`src/hdl/prrs_pkg.sv`:
```
`timescale 1ns / 1ps

package prrs_pkg;

  // Operation codes carried in the input beat
  typedef enum logic [1:0] {
    OP_INSERT   = 2'd0,
    OP_SCHEDULE = 2'd1,
    OP_TICK     = 2'd2,
    OP_NOP      = 2'd3
  } op_e_t;

  // Configuration register indexes
  localparam int CFG_IDX_W = 1;
  localparam logic [CFG_IDX_W-1:0] CFG_NUM_LEVELS   = 1'b0;
  localparam logic [CFG_IDX_W-1:0] CFG_STARV_THRESH = 1'b1;
  localparam int CFG_DATA_W = 32;

  // Field widths fixed by the interface
  localparam int TASK_ID_W   = 6;
  localparam int PRIORITY_W  = 3;
  localparam int NUM_LEVELS_W = 4;
  localparam int TICK_W      = 32;

  typedef struct packed {
    op_e_t                 operation;
    logic [TASK_ID_W-1:0]  task_id;
    logic [PRIORITY_W-1:0] task_priority;
    logic                  current_present;
  } in_item_t;

  typedef struct packed {
    logic                 next_valid;
    logic [TASK_ID_W-1:0] next_task_id;
    logic                 promoted;
  } out_item_t;

  typedef enum logic [2:0] {
    ST_CLEAR,
    ST_IDLE,
    ST_EXEC,
    ST_POP,
    ST_LINK,
    ST_RESP
  } state_e_t;

endpackage

```
`src/hdl/priority_round_robin_scheduler.sv`:
```
`timescale 1ns / 1ps

// Multilevel priority scheduler: one FIFO of task ids per level (level 0
// highest), kept as linked lists in a link memory, with a second memory
// holding a queued flag and a level per task. Insert appends a task at its
// level, schedule requeues the current task and dequeues from the highest
// non-empty level, and tick ages every waiting task up one level once the
// tick count passes the threshold. Insert, tick and no-op go through the
// task-memory lookup to the output register; schedule adds the pop and
// its synchronous link read, the link read being skipped when no level in
// use holds a task. The next beat is accepted while a result still waits
// at the output. After reset the block clears the task memory, one entry
// a cycle, before it accepts its first beat; configuration writes are
// taken at any time.
module priority_round_robin_scheduler #(
  parameter int MAX_TASKS  = 64,
  parameter int MAX_LEVELS = 8
) (
  input  logic                                clk,
  input  logic                                rst_n,
  input  logic                                in_valid,
  output logic                                in_stall,
  input  prrs_pkg::in_item_t                  in_data,
  output logic                                out_valid,
  input  logic                                out_stall,
  output prrs_pkg::out_item_t                 out_data,
  input  logic                                cfg_valid,
  output logic                                cfg_ready,
  input  logic [prrs_pkg::CFG_IDX_W-1:0]      cfg_index,
  input  logic [prrs_pkg::CFG_DATA_W-1:0]     cfg_data
);

  localparam int IW  = $clog2(MAX_TASKS);
  localparam int LW  = (MAX_LEVELS > 1) ? $clog2(MAX_LEVELS) : 1;
  localparam int CW  = $clog2(MAX_TASKS + 1);
  localparam int TMW = LW + 1;
  localparam logic [IW-1:0] LAST_TASK = IW'(MAX_TASKS - 1);

  // Control and configuration state
  prrs_pkg::state_e_t state_r, state_nxt;
  logic [IW-1:0]  clr_r, clr_nxt;
  logic [IW-1:0]  head_r  [MAX_LEVELS];
  logic [IW-1:0]  head_nxt[MAX_LEVELS];
  logic [IW-1:0]  tail_r  [MAX_LEVELS];
  logic [IW-1:0]  tail_nxt[MAX_LEVELS];
  logic [CW-1:0]  count_r  [MAX_LEVELS];
  logic [CW-1:0]  count_nxt[MAX_LEVELS];
  logic [prrs_pkg::TICK_W-1:0] tick_r, tick_nxt;
  logic [prrs_pkg::NUM_LEVELS_W-1:0] num_levels_r;
  logic [prrs_pkg::TICK_W-1:0] thresh_r;
  logic out_valid_r, out_valid_nxt;

  // Payload registers
  prrs_pkg::in_item_t  item_r, item_nxt;
  prrs_pkg::out_item_t res_r, res_nxt;
  prrs_pkg::out_item_t out_data_r, out_data_nxt;
  logic [LW-1:0] pick_r, pick_nxt;
  logic [IW-1:0] hid_r, hid_nxt;

  // Memories
  logic [IW-1:0]  link_mem [MAX_TASKS];
  logic [TMW-1:0] task_mem [MAX_TASKS];
  logic           lm_we;
  logic [IW-1:0]  lm_wa, lm_wd, lm_ra, lm_rd_r;
  logic           tm_we;
  logic [IW-1:0]  tm_wa, tm_ra;
  logic [TMW-1:0] tm_wd, tm_rd_r;

  // Derived values
  logic [31:0] lv32, in_id32, item_id32, hid32, prio32, stored32, lvl32;
  logic [IW-1:0] in_id, item_id;
  logic id_ok, item_queued, out_free, finish;
  logic push_en;
  logic [LW-1:0] push_lvl;
  prrs_pkg::out_item_t res;
  logic [MAX_LEVELS-1:0] nonempty;
  logic found;
  logic [LW-1:0] pick;
  int jn;

  // Clamp the configured level count into 1..MAX_LEVELS
  always_comb begin
    lv32 = 32'(num_levels_r);
    if (lv32 == 32'd0) begin
      lv32 = 32'd1;
    end else if (lv32 > 32'(MAX_LEVELS)) begin
      lv32 = 32'(MAX_LEVELS);
    end
  end

  assign in_id32   = 32'(in_data.task_id);
  assign in_id     = in_id32[IW-1:0];
  assign item_id32 = 32'(item_r.task_id);
  assign item_id   = item_id32[IW-1:0];
  assign hid32     = 32'(hid_r);
  assign id_ok     = item_id32 < 32'(MAX_TASKS);
  assign item_queued = tm_rd_r[LW];
  assign prio32    = 32'(item_r.task_priority);
  assign stored32  = 32'(tm_rd_r[LW-1:0]);
  assign out_free  = !out_valid_r || !out_stall;

  assign in_stall  = (state_r != prrs_pkg::ST_IDLE);
  assign out_valid = out_valid_r;
  assign out_data  = out_data_r;
  assign cfg_ready = 1'b1;

  // Pick the highest non-empty level in use
  always_comb begin
    found = 1'b0;
    pick  = '0;
    for (int j = 0; j < MAX_LEVELS; j++) begin
      nonempty[j] = (32'(j) < lv32) && (count_r[j] != '0);
    end
    for (int j = MAX_LEVELS - 1; j >= 0; j--) begin
      if (nonempty[j]) begin
        found = 1'b1;
        pick  = LW'(j);
      end
    end
  end

  // Push target level for insert and requeue
  always_comb begin
    lvl32 = 32'd0;
    push_en = 1'b0;
    if (item_r.operation == prrs_pkg::OP_INSERT) begin
      lvl32   = (prio32 < lv32) ? prio32 : (lv32 - 32'd1);
      push_en = id_ok && !item_queued;
    end else if (item_r.operation == prrs_pkg::OP_SCHEDULE) begin
      lvl32   = (stored32 < lv32) ? stored32 : (lv32 - 32'd1);
      push_en = item_r.current_present && id_ok && !item_queued;
    end
    push_lvl = lvl32[LW-1:0];
  end

  // Next state, list updates and memory accesses
  always_comb begin
    state_nxt     = state_r;
    clr_nxt       = clr_r;
    head_nxt      = head_r;
    tail_nxt      = tail_r;
    count_nxt     = count_r;
    tick_nxt      = tick_r;
    item_nxt      = item_r;
    res_nxt       = res_r;
    pick_nxt      = pick_r;
    hid_nxt       = hid_r;
    out_valid_nxt = out_valid_r && out_stall;
    out_data_nxt  = out_data_r;
    res           = '0;
    finish        = 1'b0;
    lm_we = 1'b0;
    lm_wa = '0;
    lm_wd = '0;
    lm_ra = '0;
    tm_we = 1'b0;
    tm_wa = '0;
    tm_wd = '0;
    tm_ra = in_id;
    jn    = 0;

    unique case (state_r)
      prrs_pkg::ST_CLEAR: begin
        // Sweep the task memory so every queued flag starts clear
        tm_we = 1'b1;
        tm_wa = clr_r;
        if (clr_r == LAST_TASK) begin
          state_nxt = prrs_pkg::ST_IDLE;
        end else begin
          clr_nxt = clr_r + 1'b1;
        end
      end

      prrs_pkg::ST_IDLE: begin
        // Latch the beat and look up its task entry
        if (in_valid) begin
          item_nxt  = in_data;
          state_nxt = prrs_pkg::ST_EXEC;
        end
      end

      prrs_pkg::ST_EXEC: begin
        // Append to the chosen level
        if (push_en) begin
          tm_we = 1'b1;
          tm_wa = item_id;
          tm_wd = {1'b1, push_lvl};
          if (count_r[push_lvl] != '0) begin
            lm_we = 1'b1;
            lm_wa = tail_r[push_lvl];
            lm_wd = item_id;
          end else begin
            head_nxt[push_lvl] = item_id;
          end
          tail_nxt[push_lvl]  = item_id;
          count_nxt[push_lvl] = count_r[push_lvl] + 1'b1;
        end
        unique case (item_r.operation)
          prrs_pkg::OP_INSERT: begin
            finish = 1'b1;
          end
          prrs_pkg::OP_SCHEDULE: begin
            state_nxt = prrs_pkg::ST_POP;
          end
          prrs_pkg::OP_TICK: begin
            // Age all waiting tasks up one level
            if (tick_r > thresh_r) begin
              res.promoted = 1'b1;
              for (int j = 0; j < MAX_LEVELS; j++) begin
                jn = (j < MAX_LEVELS - 1) ? j + 1 : j;
                if (32'(j + 1) < lv32) begin
                  if (j == 0 && count_r[0] != '0) begin
                    if (count_r[jn] != '0) begin
                      lm_we       = 1'b1;
                      lm_wa       = tail_r[0];
                      lm_wd       = head_r[jn];
                      tail_nxt[0] = tail_r[jn];
                    end
                    count_nxt[0] = count_r[0] + count_r[jn];
                  end else begin
                    head_nxt[j]  = head_r[jn];
                    tail_nxt[j]  = tail_r[jn];
                    count_nxt[j] = count_r[jn];
                  end
                end else if (j >= 1 && 32'(j + 1) == lv32) begin
                  count_nxt[j] = '0;
                end
              end
            end
            if (tick_r != '1) begin
              tick_nxt = tick_r + 1'b1;
            end
            finish = 1'b1;
          end
          prrs_pkg::OP_NOP: begin
            finish = 1'b1;
          end
        endcase
      end

      prrs_pkg::ST_POP: begin
        // Take the head of the highest non-empty level
        if (found) begin
          lm_ra = head_r[pick];
          tm_we = 1'b1;
          tm_wa = head_r[pick];
          tm_wd = {1'b0, pick};
          count_nxt[pick] = count_r[pick] - 1'b1;
          pick_nxt  = pick;
          hid_nxt   = head_r[pick];
          state_nxt = prrs_pkg::ST_LINK;
        end else begin
          finish = 1'b1;
        end
      end

      prrs_pkg::ST_LINK: begin
        // Advance the head to the linked successor
        head_nxt[pick_r]  = lm_rd_r;
        res.next_valid    = 1'b1;
        res.next_task_id  = hid32[prrs_pkg::TASK_ID_W-1:0];
        finish            = 1'b1;
      end

      prrs_pkg::ST_RESP: begin
        // Hold the result until the output register frees up
        if (out_free) begin
          out_valid_nxt = 1'b1;
          out_data_nxt  = res_r;
          state_nxt     = prrs_pkg::ST_IDLE;
        end
      end
    endcase

    // Deliver the result, or park it when the output is still full
    if (finish) begin
      if (out_free) begin
        out_valid_nxt = 1'b1;
        out_data_nxt  = res;
        state_nxt     = prrs_pkg::ST_IDLE;
      end else begin
        res_nxt   = res;
        state_nxt = prrs_pkg::ST_RESP;
      end
    end
  end

  // Control registers
  always_ff @(posedge clk) begin
    if (!rst_n) begin
      state_r      <= prrs_pkg::ST_CLEAR;
      clr_r        <= '0;
      tick_r       <= '0;
      out_valid_r  <= 1'b0;
      num_levels_r <= prrs_pkg::NUM_LEVELS_W'(1);
      thresh_r     <= '1;
      for (int j = 0; j < MAX_LEVELS; j++) begin
        head_r[j]  <= '0;
        tail_r[j]  <= '0;
        count_r[j] <= '0;
      end
    end else begin
      state_r     <= state_nxt;
      clr_r       <= clr_nxt;
      tick_r      <= tick_nxt;
      out_valid_r <= out_valid_nxt;
      head_r      <= head_nxt;
      tail_r      <= tail_nxt;
      count_r     <= count_nxt;
      if (cfg_valid && cfg_ready) begin
        unique case (cfg_index)
          prrs_pkg::CFG_NUM_LEVELS:   num_levels_r <= cfg_data[prrs_pkg::NUM_LEVELS_W-1:0];
          prrs_pkg::CFG_STARV_THRESH: thresh_r     <= cfg_data;
        endcase
      end
    end
  end

  // Payload registers
  always_ff @(posedge clk) begin
    item_r     <= item_nxt;
    res_r      <= res_nxt;
    out_data_r <= out_data_nxt;
    pick_r     <= pick_nxt;
    hid_r      <= hid_nxt;
  end

  // Link memory: next task in each level's list
  always_ff @(posedge clk) begin
    if (lm_we) begin
      link_mem[lm_wa] <= lm_wd;
    end
    lm_rd_r <= link_mem[lm_ra];
  end

  // Task memory: queued flag and level of the last enqueue or dequeue
  always_ff @(posedge clk) begin
    if (tm_we) begin
      task_mem[tm_wa] <= tm_wd;
    end
    tm_rd_r <= task_mem[tm_ra];
  end

endmodule
```
`config.mk`:
```
export PLATFORM = sky130hd
export DESIGN_NAME = priority_round_robin_scheduler
export DESIGN_NICKNAME = d
export VERILOG_FILES = /design/src/hdl/prrs_pkg.sv /design/src/hdl/priority_round_robin_scheduler.sv
export SDC_FILE = /design/constraint.sdc
export NUM_CORES = 2
export LEC_CHECK = 0
export BUFFER_PORTS_ARGS = -buffer_cell sky130_fd_sc_hd__buf_4
export CORE_UTILIZATION = 37
export DETAILED_ROUTE_END_ITERATION = 10
export HOLD_SLACK_MARGIN = 0.06
export PLACE_DENSITY = 0.5
export RECOVER_POWER = 50
export SLEW_MARGIN = 20
export SYNTH_ARGS = -nofsm -noshare
export SYNTH_HDL_FRONTEND = slang
export SYNTH_SLANG_ARGS = --single-unit
```
`constraint.sdc`:
```
create_clock -name clk -period 6.05 [get_ports clk]
set_input_delay 0.9075 -clock clk [delete_from_list [all_inputs] [get_ports clk]]
set_output_delay 0.9075 -clock clk [all_outputs]
set_load 0.005 [all_outputs]
```
Word level (Yosys, flattened, before mapping) --
Memory sizes are Yosys's and may differ from the RTL's. A register that Yosys moved wholly into a read port is not among the register bits. Cells that the tools add are included. W data, S select, Z words.
Operators by class: add/subtract/negate cells 6, $lt $le $gt $ge 20, equality and inequality tests 26, multiplexer cells 158, bitwise operators 6, reductions and logical operators 47
Operators with widths (count):
- $mux W48 | 7
- $mux W6 | 44
- $mux W56 | 4
- $mux W7 | 23
- $bwmux W48 | 3
- $bwmux W56 | 2
- $pmux W56 S2 | 1
- $pmux W48 S2 | 1
- $lt A1 B32 Y1 const A | 2
- $lt A3 B32 Y1 | 2
- $reduce_bool A7 Y1 | 9
- $mux W3 | 20
- $bmux W7 S3 | 2
- $demux W7 S3 | 2
- $bmux W6 S3 | 2
- $demux W6 S3 | 2
- $mux W1 | 33
- $add A32 B1 Y32 const B | 1
- $gt A32 B32 Y1 | 1
- $mux W8 | 4
- $ne A32 B32 Y1 const B | 1
- $ne A3 B3 Y1 const B | 6
- $pmux W6 S3 | 1
- $reduce_and A2 Y1 | 9
- 41 further kinds | 81
Word-level totals: register bits 267, RAM bits 640, bits of input ports 50, output and inout bits 11, logic and storage cells 307, memories 2
Memories:
- link_mem | words 64, width 6, read ports 1, clocked after Yosys merged registers in 1, wr ports 1, line priority_round_robin_scheduler.sv:61 | logic [IW-1:0] link_mem [MAX_TASKS];
- task_mem | words 64, width 4, read ports 1, clocked after Yosys merged registers in 1, wr ports 1, line priority_round_robin_scheduler.sv:62 | logic [TMW-1:0] task_mem [MAX_TASKS];

Logic depth before layout (Yosys ltp) --
depth after elaboration 22, gate-level depth with buffers 24, gate-level depth less buffers 18

Worst setup path before layout --
Ideal clock, no wire load.
kind register to register, from register num_levels_r[3] (netlist name), to memory link_mem[0][4] (netlist name), data pin, library setup time 499 ps, arrival time 5705 ps, data required time 5551 ps, slack -155 ps, cell stages (with the launch flop) 23, path buffers 6, clock period less this slack 6205 ps, cell sequence dfxtp_1 buf_2 buf_2 clkbuf_1 nor2_1 inv_1 ha_1 inv_1 o311ai_0 nand3_1 nor3_1 clkbuf_1 buf_1 nand3_1 a21o_1 nand3_1 inv_1 ha_1 and3_1 clkbuf_1 nand3_1 a22oi_1 nor2_1
On the way: longest elaborated chain between the ends 20, elaborated cells on any way between the ends 25, those cells by class 1 x add/sub; 4 x order compare; 17 x mux; 1 x bitwise; 2 x reduce/logical
RTL lines:
- start, declared | line priority_round_robin_scheduler.sv:49 | logic [prrs_pkg::NUM_LEVELS_W-1:0] num_levels_r;
- start signal, assigned | line priority_round_robin_scheduler.sv:295 | num_levels_r <= prrs_pkg::NUM_LEVELS_W'(1);
- start signal, assigned | line priority_round_robin_scheduler.sv:312 | prrs_pkg::CFG_NUM_LEVELS: num_levels_r <= cfg_data[prrs_pkg::NUM_LEVELS_W-1:0];
- $gt A4 B4 Y1 | line priority_round_robin_scheduler.sv:86 | end else if (lv32 > 32'(MAX_LEVELS)) begin
- $mux W4 | line priority_round_robin_scheduler.sv:86
- $mux W4 * | line priority_round_robin_scheduler.sv:84 | if (lv32 == 32'd0) begin
- $lt A3 B32 Y1 / $sub A3 B1 Y3 (equally long branches) | line priority_round_robin_scheduler.sv:130, priority_round_robin_scheduler.sv:127
- $mux W3 | line priority_round_robin_scheduler.sv:130 | lvl32 = (stored32 < lv32) ? stored32 : (lv32 - 32'd1);
- $mux W3 | line priority_round_robin_scheduler.sv:129 | end else if (item_r.operation == prrs_pkg::OP_SCHEDULE) begin
- $mux W3 | line priority_round_robin_scheduler.sv:126 | if (item_r.operation == prrs_pkg::OP_INSERT) begin
- $not A3 Y4 (implied by the code) | line priority_round_robin_scheduler.sv:188 | if (count_r[push_lvl] != '0) begin
- [... 5 more ...]
- $mux W6 | line priority_round_robin_scheduler.sv:184 | if (push_en) begin
- $mux W6 | line priority_round_robin_scheduler.sv:213 | if (count_r[jn] != '0) begin
- $mux W6 | line priority_round_robin_scheduler.sv:212 | if (j == 0 && count_r[0] != '0) begin
- $mux W6 | line priority_round_robin_scheduler.sv:211 | if (32'(j + 1) < lv32) begin
- $mux W6 | line priority_round_robin_scheduler.sv:207 | if (tick_r > thresh_r) begin
- $mux W6 * | line priority_round_robin_scheduler.sv:198 | unique case (item_r.operation)
- $mux W6 * | line priority_round_robin_scheduler.sv:162 | unique case (state_r)
- via lm_wd[4] | line priority_round_robin_scheduler.sv:64 | logic [IW-1:0] lm_wa, lm_wd, lm_ra, lm_rd_r;
- end, declared | line priority_round_robin_scheduler.sv:61
The timed path passes the listed nets; every way through them passes the cells marked *. The select of a mux whose other input is x is not followed.

Worst setup path after layout --
from register count_r[32] (netlist name), to memory task_mem[32][2] (netlist name), enable pin
On the way: longest elaborated chain between the ends 12, elaborated cells on any way between the ends 20, those cells by class 17 x mux; 1 x bitwise; 2 x reduce/logical
RTL lines:
- start, declared | line priority_round_robin_scheduler.sv:46 | logic [CW-1:0] count_r [MAX_LEVELS];
- start signal, assigned | line priority_round_robin_scheduler.sv:309 | count_r <= count_nxt;
- $reduce_bool A7 Y1 * | line priority_round_robin_scheduler.sv:112 | nonempty[j] = (32'(j) < lv32) && (count_r[j] != '0);
- $logic_and A1 B1 Y1 * | line priority_round_robin_scheduler.sv:112
- $mux W3 (4 in a row) | line priority_round_robin_scheduler.sv:115 | if (nonempty[j]) begin
- $not A3 Y4 (implied by the code) | line priority_round_robin_scheduler.sv:246 | tm_wa = head_r[pick];
- $bmux W6 S3 | line priority_round_robin_scheduler.sv:246
- $mux W6 (implied by the code) (2 in a row) | line priority_round_robin_scheduler.sv:246
- $mux W6 | line priority_round_robin_scheduler.sv:243 | if (found) begin
- $pmux W6 S3 | line priority_round_robin_scheduler.sv:162
- end, declared | line priority_round_robin_scheduler.sv:62
Every way passes the cells marked *; elsewhere a longest branch is shown, timed or not. The select of a mux whose other input is x is not followed.

==> results_dict.tcl <==
set metrics [dict create \
    outcome "finished with violations" \
    violations "capacitance limit, slew limit" \
    fmax_ghz 0.169 \
    maxSlewViolCount 357 \
    fin_crit_sh_pct 97.9 \
    final_cell_mix "edfxtp_1 (669), nand2_1 (403), nor2_1 (281)" \
    path_class "reg2reg" \
    coreArea_um2 118000 \
    cts_buffers 103 \
    critPathRequiredTime_ns 6.38 \
    grt_start_max_net_pins 122 \
    min_path_cells 3 \
    die_h_um 347 \
    syn-instance-count 3886 \
    ys_async_sr_fraction_pct 0 \
    fin_cells 5653 \
    total_power_w 0.0164 \
    synthXorXnorAreaFrac_pct 0.895 \
    grt.total_usage_pct 25.1 \
    cts.sinks 917 \
    holdBufCountCts 0 \
    maxCapViolCount 7 \
    dp_hpwl_um 104000 \
    finClkSkew_ns 0.0645 \
    vias 33800 \
    tns_ns 0 \
    path_max_fanout 59 \
    power.density_nw_per_um2 322 \
    areaGrowthSynthToFinish_pct 15.8 \
    synth_warnings 0 \
    clock_latency_ns 0.73 \
    antenna_found_initial 2 \
    synth.net_count 3989 \
    routed_wl_um 153000 \
    syn_area_um2 44000 \
    routedWlPerCell_um 27.1 \
    yosys.area_share.simple_pct 12.9 \
    hold_start "cfg_data[16]" \
    syn_area_per_cell_um2 11.3 \
    setup_violations 0 \
    synth_edf_count 669 \
    synthFlopType "edfxtp_1" \
    worst_setup_path_end_kind "register" \
    slew_headroom_pct -247 \
    firstDrtPassIters 7 \
    die_w_um 347 \
    r2r-start "count_r[32]" \
    busiest_layer "met2" \
    grt_pass1_vias 32900 \
    drtIter0Drc 3574 \
    synthMuxAreaShare_pct 7.35 \
    ys_seq_elements 917 \
    boundaryPins 61 \
    nNetsFinal 4132 \
    start_util_pct 37.3 \
    h-tree-depth 3 \
    worst_slew_pin_slew_ns 5.20 \
    cts_tree "done" \
    drc_errors 0 \
    vdd_drop_max_mv 0.211 \
    clock-root-buffer "clkbuf_16" \
    hold_class "in2reg" \
    grt_pass1_wl_um 226000 \
    finalHoldViolations 0 \
    clk_pin_slew_worst_paths_ns 0.07 \
    die-area_um2 120000 \
    yosys.area_share.adder_pct 1.52 \
    layout_commonest_cell "edfxtp_1" \
    grtUsageMet3_pct 3.57 \
    min_to "thresh_r[16]" \
    via_per_inst 5.98 \
    critPathLaunchType "register" \
    cp.arrival_ns 6.25 \
    reg2reg_depth 13 \
    p_leak_nw 18.9 \
    fin_hold_ws_ns 0.445 \
    use_met1_pct 33.9 \
    synth_compound_area_share_pct 17.3 \
    synth_top_family_by_area "compound AO/OA/AOI/OAI gates" \
    grt_overflow 0 \
    antenna_left 0 \
    globalRouteMet2Util_pct 40.1 \
    drive_above_1_share_pct 15.8 \
    rsz0062_at_grt "no" \
    period_needed_ns 5.92 \
    rows 126 \
    clk_path_buf_depth 3 \
    dp.cells 5459 \
    r2r_end "task_mem[32][2]" \
    gp_congestion 1.02 \
    synth_cell_types 96 \
    r2r_slack_ns 0.13 \
    synth_seq_area_share_pct 56.9 \
    place.port_buffers 59 \
]
flip-flops by register name, summed over array words and instances (netlist names):
name and cells:
tail_r 48, pick_r 3, num_levels_r 4, clr_r 6
head_r 48, thresh_r 32, lm_rd_r 6, hid_r 6
count_r 56, res_r 8, item_r 6, item_id 6
tm_rd_r 4, out_valid 1, task_mem 256, state_r 3
link_mem 384, out_data 8, tick_r 32
layout make-up:
type	instances	area [µm²]
antenna	1	2.50
clock buffer	129	2820
clock inverter	63	739
fill	11200	67100
inverter	82	308
multi-input combinational	2618	17900
sequential	917	25100
tap	1536	1920
timing repair buffer	307	2270
routing by layer:
metal  part of all wire (%)  vias up
met5                 0.0085        -
met1                     43    16800
met2                     46     1348
li1                       -    15300
met4                    4.7        2
met3                    6.5      350
worst max-delay path: stages (launching register included):
cell and delay, ns:
dfxtp_1 0.30, clkbuf_2 0.17, nor4_1 0.76, a41o_1 0.53
nand4_1 0.24, clkbuf_1 0.22, o21ai_0 0.75, clkbuf_4 0.83
nor2_2 0.24, a221oi_1 0.27, buf_4 0.21, o311ai_0 0.13
clkbuf_2 0.38, nor2_1 0.47
metrics by stage:
step	instance area [µm²]	utilization, %	worst slack, ns
floorplan	44100	-	0.0435
global placement	47500	40.2	0.179
detailed placement	47500	40.2	0.0785
CTS	51100	43.3	0.0433
global route	51000	43.2	0.0419
finish	51000	43.2	0.127
kinds of logic after synthesis:
logic type      after synthesis
flops                       917
xor+xnor                     45
buf+inv                     351
other cells                   1
simple gates               1194
compound gates             1109
mux                         216
fa+ha+maj                    53
what timing repair did:
item                                    CTS  global route
resized for setup                         0            10
endpoints found under the setup margin    0           135
setup buffers                             0             1
endpoints found under the hold margin     0             0
power breakdown:
group	internal, W	switching, W	total (W)
Clock	0.00387	0.00268	0.00655
Combinational	0.000920	0.00205	0.00297
Sequential	0.00680	0.000104	0.00691
Yosys cell counts (66+ instances only):
library cell | number | area share (%)
nand3_1 | 84 | 0.95
mux2i_1 | 112 | 2.5
nor4_1 | 71 | 1.0
nor2_1 | 292 | 2.5
o21ai_0 | 220 | 2.5
nor3_1 | 80 | 0.91
and2_1 | 66 | 0.94
nand2_1 | 404 | 3.4
o211ai_1 | 67 | 1.1
a21oi_1 | 265 | 3.0
dfxtp_1 | 248 | 11
inv_1 | 77 | 0.66
edfxtp_1 | 669 | 46
mux4_2 | 84 | 4.3
clkbuf_1 | 188 | 1.6
how the worst max path moves through the flow:
stage,start,end,depth (start not counted)
3_3_place_gp,num_levels_r[0],link_mem[13][2],16
4_1_cts,num_levels_r[3],link_mem[13][4],14
6_report,count_r[32],task_mem[32][2],13
5_1_grt,count_r[32],task_mem[32][2],13
3_5_place_dp,num_levels_r[0],link_mem[13][1],16
2_1_floorplan,num_levels_r[3],task_mem[0][1],14
Power figures use the tool's default switching activity.
